[config.mk]
export PLATFORM = sky130hd
export DESIGN_NAME = lbcp_cordic_cell
export DESIGN_NICKNAME = d
export VERILOG_FILES = /design/src/design/lbcp_pkg.sv /design/src/design/lbcp_cordic_cell.sv
export SDC_FILE = /design/constraint.sdc
export NUM_CORES = 1
export LEC_CHECK = 0
export BUFFER_PORTS_ARGS = -buffer_cell sky130_fd_sc_hd__buf_2
export CORE_MARGIN = 10
export CORE_UTILIZATION = 25
export DETAILED_ROUTE_END_ITERATION = 10
export SKIP_CTS_REPAIR_TIMING = 1
export SYNTH_ARGS = -nofsm -noshare
export SYNTH_HDL_FRONTEND = slang
export SYNTH_SLANG_ARGS = --single-unit
[constraint.sdc]
create_clock -name clk -period 3.6 [get_ports clk]
set_input_delay 0.18 -clock clk [delete_from_list [all_inputs] [get_ports clk]]
set_output_delay 0.18 -clock clk [all_outputs]
set_load 0.005 [all_outputs]
[src/design/lbcp_pkg.sv]
// Shared types and constants for the lidar beam to Cartesian point block.
`timescale 1ns / 1ps

package lbcp_pkg;

  // CORDIC datapath widths: x and y carry 30 fraction bits, z is a 32-bit phase residual
  localparam int CW = 34;
  localparam int ZW = 32;
  localparam int NCELL = 20;
  localparam logic signed [CW-1:0] GAIN_INIT = 34'sd652032874;

  // sine and cosine with 15 fraction bits, range [-1.0, +1.0]
  localparam int TW = 17;

  localparam int OUT_W = 22;
  localparam int OUT_LIMIT = 1100000;

  // configuration port
  localparam int CFG_IDX_W = 4;
  localparam int CFG_W = 21;
  localparam logic [CFG_IDX_W-1:0] CFG_START_ANGLE = 4'd0;
  localparam logic [CFG_IDX_W-1:0] CFG_ANGLE_STEP = 4'd1;
  localparam logic [CFG_IDX_W-1:0] CFG_MIN_RANGE = 4'd2;
  localparam logic [CFG_IDX_W-1:0] CFG_MAX_RANGE = 4'd3;
  localparam logic [CFG_IDX_W-1:0] CFG_POSE_X = 4'd4;
  localparam logic [CFG_IDX_W-1:0] CFG_POSE_Y = 4'd5;
  localparam logic [CFG_IDX_W-1:0] CFG_POSE_HEADING = 4'd6;
  localparam logic [CFG_IDX_W-1:0] CFG_MAP_MODE = 4'd7;

  typedef struct packed {
    logic signed [CW-1:0] x;
    logic signed [CW-1:0] y;
    logic signed [ZW-1:0] z;
  } rot_t;

  // one cell's worth of work: the beam angle and the pose heading side by side
  typedef struct packed {
    rot_t beam;
    rot_t head;
  } lane_t;

endpackage

[src/design/lbcp_cordic_cell.sv]
// One rotation-mode CORDIC cell: a fixed micro-rotation on both lanes plus a tag.
`timescale 1ns / 1ps

module lbcp_cordic_cell import lbcp_pkg::*; #(
  parameter int STAGE = 0,
  parameter int TAG_W = 8
) (
  input  logic             clk,
  input  logic             rst,
  input  logic             in_valid,
  input  lane_t            in_lane,
  input  logic [TAG_W-1:0] in_tag,
  output logic             out_valid,
  output lane_t            out_lane,
  output logic [TAG_W-1:0] out_tag
);

  // atan(2^-i) in units of 2^-32 turn
  function automatic logic signed [ZW-1:0] atan_at(input int i);
    logic signed [ZW-1:0] a;
    case (i)
      0:       a = 32'sd536870912;
      1:       a = 32'sd316933406;
      2:       a = 32'sd167458907;
      3:       a = 32'sd85004756;
      4:       a = 32'sd42667331;
      5:       a = 32'sd21354465;
      6:       a = 32'sd10679838;
      7:       a = 32'sd5340245;
      8:       a = 32'sd2670163;
      9:       a = 32'sd1335087;
      10:      a = 32'sd667544;
      11:      a = 32'sd333772;
      12:      a = 32'sd166886;
      13:      a = 32'sd83443;
      14:      a = 32'sd41722;
      15:      a = 32'sd20861;
      16:      a = 32'sd10430;
      17:      a = 32'sd5215;
      18:      a = 32'sd2608;
      19:      a = 32'sd1304;
      default: a = '0;
    endcase
    return a;
  endfunction

  localparam logic signed [ZW-1:0] ANG = atan_at(STAGE);

  function automatic rot_t micro(input rot_t a);
    rot_t r;
    logic signed [CW-1:0] dx;
    logic signed [CW-1:0] dy;
    dx = a.y >>> STAGE;
    dy = a.x >>> STAGE;
    if (!a.z[ZW-1]) begin
      r.x = a.x - dx;
      r.y = a.y + dy;
      r.z = a.z - ANG;
    end else begin
      r.x = a.x + dx;
      r.y = a.y - dy;
      r.z = a.z + ANG;
    end
    return r;
  endfunction

  always_ff @(posedge clk) begin
    if (rst) begin
      out_valid <= 1'b0;
    end else begin
      out_valid <= in_valid;
    end
  end

  always_ff @(posedge clk) begin
    out_lane.beam <= micro(in_lane.beam);
    out_lane.head <= micro(in_lane.head);
    out_tag <= in_tag;
  end

endmodule
# After elaboration in Yosys (flattened, before gate mapping)
# Index checks and enable logic that the tools add are counted.
[word_totals] regBits=209 out_inout_bits=209 elab_cells=20
[classes] add_sub_neg=10 mux=2
[op_table] cell="two-way mux 100 bit" n=2
[op_table] cell="subtractor 34 bit" n=4
[op_table] cell="adder 34 bit" n=2
[op_table] cell="adder 32 x 31 -> 32 bit, second input constant" n=2
[op_table] cell="subtractor 32 x 31 -> 32 bit, second input constant" n=2

# Longest topological paths before layout
# Gate-level depths: netlist (run 1).
[logic_depth] ltp_word=2 depth_mapped=13

# Least setup slack after synthesis (run 1)
# No wires, ideal clock.
[synth_path] kind="input to register" startpoint="input in_lane[132] (netlist name)" endpoint="register out_lane[160] (netlist name)" setup_ns=0.129 arrival_time_ns=2.561 t_required_ns=3.471 setup_slack_ns=0.910 stages=12 path_buffers=0 cell_sequence="ha_1 > fa_1 > nor2b_1 > o21a_1 > nor3_4 > a2111oi_4 > o2111ai_2 > nand2_2 > a311o_1 > a41oi_2 > mux2i_1 > xnor2_1"
[synth_between] elab_chain_len=2
[synth_lines] element="start, declared" line="lbcp_cordic_cell.sv:11" source="input lane_t in_lane,"
[synth_lines] element="adder 34 bit or subtractor 34 bit (tied branches)" line="lbcp_cordic_cell.sv:57, lbcp_cordic_cell.sv:61"
[synth_lines] element="two-way mux 100 bit (*)" line="lbcp_cordic_cell.sv:55" source="if (!a.z[ZW-1]) begin"
[synth_lines] element="end, declared" line="lbcp_cordic_cell.sv:14" source="output lane_t out_lane,"
# Every way passes the cells marked *; elsewhere a longest branch is shown, timed or not.
# A chain may end at the register's enable or synchronous reset.

# Final worst setup path (run 1)
[layout_path] startpoint="input in_lane[66] (netlist name)" endpoint="register out_lane[94] (netlist name)"
[layout_between] elab_chain_len=2
[layout_lines] element="subtractor 34 bit or adder 34 bit (tied branches)" line="lbcp_cordic_cell.sv:56, lbcp_cordic_cell.sv:60"
[layout_lines] element="two-way mux 100 bit (*)" line="lbcp_cordic_cell.sv:55"
# Marked as above.

==> results of run 1 <==
## final timing paths
kind / start / end / slack, ns / cells past startpoint
max: in_lane[66] / out_lane[94]$_DFF_P_ / 0.32 / 14
min: in_lane[33] / out_lane[67]$_DFF_P_ / 0.07 / 3
## report_power, final
group	internal (uW)	total (uW)	leakage [uW]	switching, uW
Combinational	1250	3010	0.00748	1750
Clock	1460	2560	0.000398	1090
Sequential	2710	2830	0.00175	127
Total	5420	8390	0.00963	2970
## through the flow
stage          instance area (um2)  setup slack (ns)  instances  power [uW]   util
4_1_cts                      19600             0.870       3206        8440  0.318
3_3_place_gp                 18800             0.280       3161        5800  0.304
2_1_floorplan                15600             0.910       1937        4500      -
6_report                     20500             0.317       3288        8390  0.331
5_1_grt                      20500             0.241       3287        8920  0.331
3_5_place_dp                 18800             0.269       3161        5780  0.304
## routing by layer
metal,routed length [um],share of wire,up-vias,track usage
li1,-,-,7724,-
met1,25200,0.40,7331,0.188
met2,30600,0.49,670,0.281
met3,4710,0.075,127,0.0361
met4,1920,0.031,4,0.0516
met5,25,0.00040,-,0
## worst max-delay path, cell delays in order
cell and delay, ns:
dlygate4sd3_1 0.53, buf_2 0.14, ha_1 0.21, fa_1 0.42, nand2b_1 0.11, a21oi_1 0.13
o21a_1 0.23, o41a_1 0.45, o2111a_2 0.34, o31ai_4 0.37, nor2_1 0.11, o21ai_1 0.13
o21ai_1 0.09, xnor2_1 0.30
## flip-flops by register name, indices dropped and copies added (netlist names)
name / cells
out_tag: 8
out_valid: 1
out_lane: 198
## final cells by class
type	instances	area [um2]	area share
antenna	1	2.50	0.000122
clock buffer	34	711	0.0347
clock inverter	11	111	0.00544
inverter	217	815	0.0398
multi-input combinational	1424	10300	0.503
sequential	207	4140	0.203
tap	837	1050	0.0512
timing repair buffer	557	3340	0.163
## cell usage in the layout, fill, tap and decap left out, drive strengths merged, types with 28 or more instances in the layout
cell type,netlist,final
ha,198,198
buf,46,476
xnor2,109,109
inv,213,214
o31ai,28,28
o21bai,40,40
nor3,33,33
nor2,151,151
dlygate4sd3,0,81
a21o,41,41
mux2i,36,36
nand2,80,80
clkbuf,43,34
o21ai,142,142
a21oi,226,226
dfxtp,207,207
## cell families after synthesis
group	count (synthesis)	synth area share
AO/OA/AOI/OAI	648	0.269
AND/OR/NAND/NOR	405	0.125
buffers and inverters	306	0.0771
flip-flops	207	0.265
adder cells (fa/ha/maj)	206	0.169
XOR/XNOR	129	0.0722
multiplexers	36	0.0230
==> results_dict.tcl, run 1 <==
set metrics [dict create \
    crit_fanout 5 \
    grt.total_usage 0.160 \
    drt-wirelength-per-cell_um 19.0 \
    place_congestion 0.928 \
    tns_ns 0 \
    drive_above_1_share 0.230 \
    ys_warn_count 0 \
    cts_root_buffer "clkbuf_16" \
    leakage_uw 0.00963 \
    cp.arrival_ns 3.74 \
    grt_pass1_vias 15700 \
    ys_seq_area_frac 0.265 \
    routed_wirelength_mm 62.5 \
    grt-ovfl-total 0 \
    syn2layout_area_growth_pct 30.8 \
    yosys_most_used_dff "dfxtp_1" \
    clk_pin_slew_worst_paths_ns 0.06 \
    first_iter_violations 1150 \
    cts_buffers 26 \
    synth_top_cell_area_share 0.265 \
    netlist_top_cells_area "dfxtp_1 (26%), ha_1 (16%), a21oi_1 (7.1%)" \
    synth-edff-count 0 \
    hpwl_mm 50.7 \
    nets 2850 \
    maxSlewViolCount 0 \
    initial_core_util 0.253 \
    cap_violations 0 \
    crit_type "input pin to register" \
    hold_viol 0 \
    core_um2 61800 \
    synth.net_count 2354 \
    max_slew_margin 0.523 \
    die_w_um 270 \
    yosysTopAreaCell "dfxtp_1" \
    crit_path_start_kind "input pin" \
    crit_required_ns 4.05 \
    yosys_register_bits 207 \
    fp.dieH_um 270 \
    maxClockFrequency_mhz 305 \
    ir_worst_vdd_uv 257 \
    io_pins 420 \
    cts_tree "yes" \
    viasPerCell 4.82 \
    async_flop_share 0 \
    rows 91 \
    clock-sinks 207 \
    pwr_density_cell_nw_per_um2 410 \
    tightest_slew_ns 0.709 \
    rsz0062_at_grt "false" \
    num-fill-cells 6589 \
    vias 15900 \
    grt_max_degree 49 \
    post-synth-top-count-cell "a21oi_1" \
    drc 0 \
    hp-class "input pin to register" \
    netlist_area_um2 15600 \
    synth_common_cells "a21oi_1 (223), inv_1 (209), dfxtp_1 (207)" \
    die_area_um2 73000 \
    period_minus_slack_ns 3.28 \
    synthCells 1937 \
    period_share 0.912 \
    hold_ws_ns 0.0666 \
    port_buffers 419 \
    dr.pass1.iters 5 \
    ys_types 93 \
    antenna_found_initial 7 \
    drtAntennaViolNets 0 \
    htree_levels 1 \
    finalSetupViolations 0 \
    cts.path.max_buffers 3 \
    status "completed" \
    grt_pass1_wl_mm 93.3 \
    synth_area_per_cell_um2 8.07 \
    end_kind "register" \
]
(Power assumes the default switching activity.)
==> inputs of run 2 (changes only) <==
clock period = 4.1 ns   (was 3.6 ns; I/O delays follow)
==> run 2 against run 1 <==
Wire length is 1.1% lower. Count of clock-buffer cells in the layout shrank 4. Core utilization shrank 0.59 points. Final cell count shrank 1.4%. Sequential cell count stayed put. Worst hold slack lost 0.052 ns. Design area down 1.8%. Critical path type unchanged. Largest power group unchanged.
==> results_dict.tcl, run 2 (synthesized netlist as in run 1, its figures left out) <==
set metrics [dict create \
    status "completed" \
    grt_pass1_vias 15300 \
    htree_levels 1 \
    ir_worst_vdd_uv 281 \
    cp.arrival_ns 3.75 \
    largest_reg_flops 198 \
    cap_violations 0 \
    grt.total_usage 0.157 \
    initial_core_util 0.253 \
    nets 2800 \
    grt_pass1_wl_mm 91.5 \
    grt_max_degree 86 \
    period_share 0.812 \
    crit_required_ns 4.52 \
    grt-ovfl-total 0 \
    antenna_found_initial 12 \
    cts_tree "yes" \
    io_pins 420 \
    hp-class "input pin to register" \
    tns_ns 0 \
    cts_root_buffer "clkbuf_16" \
    first_iter_violations 1243 \
    viasPerCell 4.83 \
    max_slew_margin 0.342 \
    vias 15700 \
    routed_wirelength_mm 61.8 \
    core_um2 61800 \
    die_area_um2 73000 \
    top_register "out_lane" \
    hold_viol 0 \
    hpwl_mm 49.8 \
    dr.pass1.iters 5 \
    clock-sinks 207 \
    cts.path.max_buffers 3 \
    die_w_um 270 \
    pwr_density_cell_nw_per_um2 367 \
    leakage_uw 0.00941 \
    maxClockFrequency_mhz 300 \
    drt-wirelength-per-cell_um 19.1 \
    tightest_slew_ns 0.987 \
    final_cell_mix "buf_2 (419), a21oi_1 (223), inv_1 (209)" \
    drtAntennaViolNets 0 \
    mostFrequentLayoutCell "buf_2" \
    drc 0 \
    maxSlewViolCount 0 \
    hold_ws_ns 0.0150 \
    end_kind "register" \
    drive_above_1_share 0.218 \
    place_congestion 0.930 \
    clk_pin_slew_worst_paths_ns 0.06 \
    port_buffers 419 \
    cts_buffers 26 \
    rsz0062_at_grt "false" \
    crit_type "input pin to register" \
    finalSetupViolations 0 \
    fp.dieH_um 270 \
    syn2layout_area_growth_pct 28.5 \
    rows 91 \
    crit_fanout 5 \
    crit_path_start_kind "input pin" \
    period_minus_slack_ns 3.33 \
    top_regs "out_lane (198), out_tag (8), out_valid (1)" \
]
==> run 2: cell count changes in the layout (fill, tap and decap cells not counted), sizes merged, moves of 2 or more <==
| cell | change |
|---|---|
| buf | -43 |
| clkbuf | -4 |
| diode | +2 |
| dlygate4sd3 | -7 |
| inv | +3 |
==> run 2: layout make-up <==
cell class              count  area, um2
well taps                 837       1050
flip-flops and latches    207       4140
diodes                      3       7.51
fillers                  6605      41700
inverters                 217        815
clock inverters            16        160
multi-input cells        1424      10300
clock buffers              30        687
repair buffers            507       2940
==> run 2: routing by layer <==
| metal | global-route usage | routed length [um] | vias up |
|---|---|---|---|
| li1 | - | - | 7643 |
| met1 | 0.183 | 25000 | 7169 |
| met2 | 0.278 | 30000 | 712 |
| met3 | 0.0373 | 4750 | 129 |
| met4 | 0.0501 | 2060 | 4 |
| met5 | 0 | 27 | - |
==> run 2: per-stage QoR <==
step                      instances  utilization  cell area (um2)  total power (uW)  setup WS, ns
after global placement         3118        0.299            18500              5040         0.638
final                          3241        0.325            20100              7380         0.769
after detailed placement       3118        0.299            18500              5020         0.711
after CTS                      3164        0.313            19300              7440          1.25
after floorplan                1937            -            15600              3950          1.38
after global routing           3239        0.325            20100              7840         0.627
==> run 2: final timing paths <==
| path | from | to | slack [ns] | cells past startpoint |
|---|---|---|---|---|
| setup / recovery | in_lane[66] | out_lane[64]$_DFF_P_ | 0.77 | 14 |
| hold / removal | in_lane[165] | out_lane[199]$_DFF_P_ | 0.01 | 3 |
==> run 2: power breakdown <==
part / internal, uW / leakage, uW / switching (uW) / total, uW
Combinational: 1050 / 0.00725 / 1510 / 2560
Sequential: 2370 / 0.00175 / 115 / 2490
Clock: 1340 / 0.000411 / 996 / 2330
==> run 2: worst max-delay path: stages <==
cell and delay [ns]:
dlygate4sd3_1 0.53, buf_2 0.14, ha_1 0.21, fa_1 0.42, nand2b_1 0.11, a21oi_1 0.12
o21a_1 0.23, o41a_1 0.48, o2111a_2 0.34, o31ai_4 0.36, o21ai_2 0.11, a21oi_2 0.19
o21ai_1 0.13, xnor2_1 0.18
==> inputs of run 3 (changes only) <==
ABC_AREA = 1   (was unset)
clock period = 3.24 ns   (was 4.1 ns; I/O delays follow)
==> run 3 against run 2 <==
Non-clock buffer count down 5. First-iteration DRC count up 69%. Highest routed layer unchanged. Largest power group unchanged. Critical path depth up 1. Clock power up 48%. Core utilization down 1.2 points. Wire length up 35%. Critical endpoint is now out_lane[190]$_DFF_P_.
==> results_dict.tcl, run 3 <==
set metrics [dict create \
    period_share 0.751 \
    drtAntennaViolNets 0 \
    leakage_uw 0.0128 \
    crit_path_frequent_cell "nand2_1" \
    async_flop_share 0 \
    ys_seq_area_frac 0.218 \
    drc 0 \
    netlist_top_cells_area "dfxtp_1 (22%), nand2_1 (19%), ha_1 (13%)" \
    die_area_um2 87400 \
    viasPerCell 4.73 \
    final_cells 4607 \
    ir_worst_vdd_uv 406 \
    synth_area_per_cell_um2 6.01 \
    yosys_register_bits 207 \
    crit_buf_inv 3 \
    ys_types 48 \
    fp.dieH_um 296 \
    cts.path.max_buffers 3 \
    finalSetupViolations 0 \
    grt_pass1_vias 20100 \
    synth_top_cell_area_share 0.218 \
    hold_viol 0 \
    crit_family "simple AND/OR/NAND/NOR gates" \
    routed_wirelength_mm 83.6 \
    maxSlewViolCount 0 \
    cp_slowest_stage_delay_ns 0.53 \
    crit_slowest_cell "dlygate4sd3_1" \
    yosysTopAreaCell "dfxtp_1" \
    cts_buffers 28 \
    place_congestion 0.966 \
    max_slew_margin 0.481 \
    mostFrequentLayoutCell "nand2_1" \
    htree_levels 1 \
    cts_root_buffer "clkbuf_16" \
    pwr_density_cell_nw_per_um2 431 \
    synth_common_cells "nand2_1 (939), inv_1 (495), nand3_1 (315)" \
    syn2layout_area_growth_pct 24.6 \
    ys_warn_count 0 \
    nets 4021 \
    grt_pass1_wl_mm 121 \
    cts_tree "yes" \
    drive_above_1_share 0.147 \
    initial_core_util 0.251 \
    hpwl_mm 70.4 \
    pre_cts_ws_ns 0.785 \
    top_register "out_lane" \
    rows 101 \
    maxClockFrequency_mhz 411 \
    period_minus_slack_ns 2.43 \
    tightest_slew_ns 0.778 \
    hp-class "input pin to register" \
    setup_ws_ns 0.808 \
    core_um2 75600 \
    final_cell_mix "nand2_1 (939), inv_1 (493), buf_2 (419)" \
    vias 21800 \
    status "completed" \
    grt_max_degree 58 \
    utilization 0.313 \
    clk_pin_slew_worst_paths_ns 0.06 \
    dr.pass1.iters 6 \
    crit_path_start_kind "input pin" \
    grt-ovfl-total 0 \
    tns_ns 0 \
    clock-sinks 207 \
    end_kind "register" \
    netlist_area_um2 19000 \
    dp.cells 4476 \
    synth.net_count 3579 \
    die_w_um 296 \
    first_iter_violations 2096 \
    port_buffers 419 \
    rsz0062_at_grt "false" \
    post-synth-top-count-cell "nand2_1" \
    grt.total_usage 0.179 \
    synthCells 3162 \
    yosys_most_used_dff "dfxtp_1" \
    crit_required_ns 3.68 \
    cp.arrival_ns 2.87 \
    largest_reg_flops 198 \
    drt-wirelength-per-cell_um 18.1 \
    io_pins 420 \
    cp_cell_sequence "dlygate4sd3_1 -> buf_2 -> inv_1 -> ha_1 -> fa_1 -> o21ai_1 -> nand2_1 -> nand2_1 -> nand2_1 -> nand2_1 -> nand2_1 -> nand2_1 -> nand2_1 -> nand3_1 -> nand2_1" \
    antenna_found_initial 12 \
    crit_type "input pin to register" \
    cap_violations 0 \
    synth-edff-count 0 \
    top_regs "out_lane (198), out_tag (8), out_valid (1)" \
    crit_fanout 4 \
]
[run 3: worst paths after layout]
kind                          from               endpoint  slack, ns  depth (start not counted)
worst max-delay path  in_lane[166]  out_lane[190]$_DFF_P_       0.81                         15
worst min-delay path  in_lane[165]  out_lane[199]$_DFF_P_       0.03                          5
[run 3: logic make-up (layout without fill, tap and decap cells)]
group                    Yosys count  count (layout)  share of synthesized area
AO/OA/AOI/OAI                    480             480                      0.136
XOR/XNOR                          50              50                     0.0231
adder cells (fa/ha/maj)          206             206                      0.139
buffers and inverters            594            1058                      0.126
flip-flops                       207             207                      0.218
multiplexers                       2               2                    0.00105
other                              0               3                          0
AND/OR/NAND/NOR                 1623            1623                      0.357
[run 3: area by class of cell]
| class | count | area (um2) |
|---|---|---|
| Fill cell | 8580 | 51900 |
| Multi-Input combinational cell | 2361 | 12500 |
| Sequential cell | 207 | 4140 |
| Timing Repair Buffer | 502 | 2910 |
| Inverter | 504 | 1890 |
| Tap cell | 978 | 1220 |
| Clock buffer | 30 | 728 |
| Clock inverter | 22 | 302 |
| Antenna cell | 3 | 7.51 |
[run 3: tightest hold or removal path, stage by stage]
cell and delay (ns):
buf_2 0.08, xor2_1 0.11, nand3_1 0.09, nand3_1 0.07
nand2_1 0.06
[run 3: power breakdown]
group          switching, uW  total (uW)  internal [uW]
clock network           1340        3460           2120
logic                   2430        3680           1250
registers                144        3050           2910
[run 3: through the flow]
stage                     hold slack (ns)  instance area, um2  total power, uW
after global placement              0.264               21900             6670
after global routing               0.0137               23700            10900
after detailed placement            0.266               21900             6670
after floorplan                     0.190               19000             5190
after CTS                          -0.382               22900            10200
final                              0.0281               23700            10200
[run 3: layer usage]
layer,track usage,part of all wire
met1,0.242,0.45
met2,0.277,0.43
met3,0.0480,0.10
met4,0.0463,0.022
met5,0,0.00086
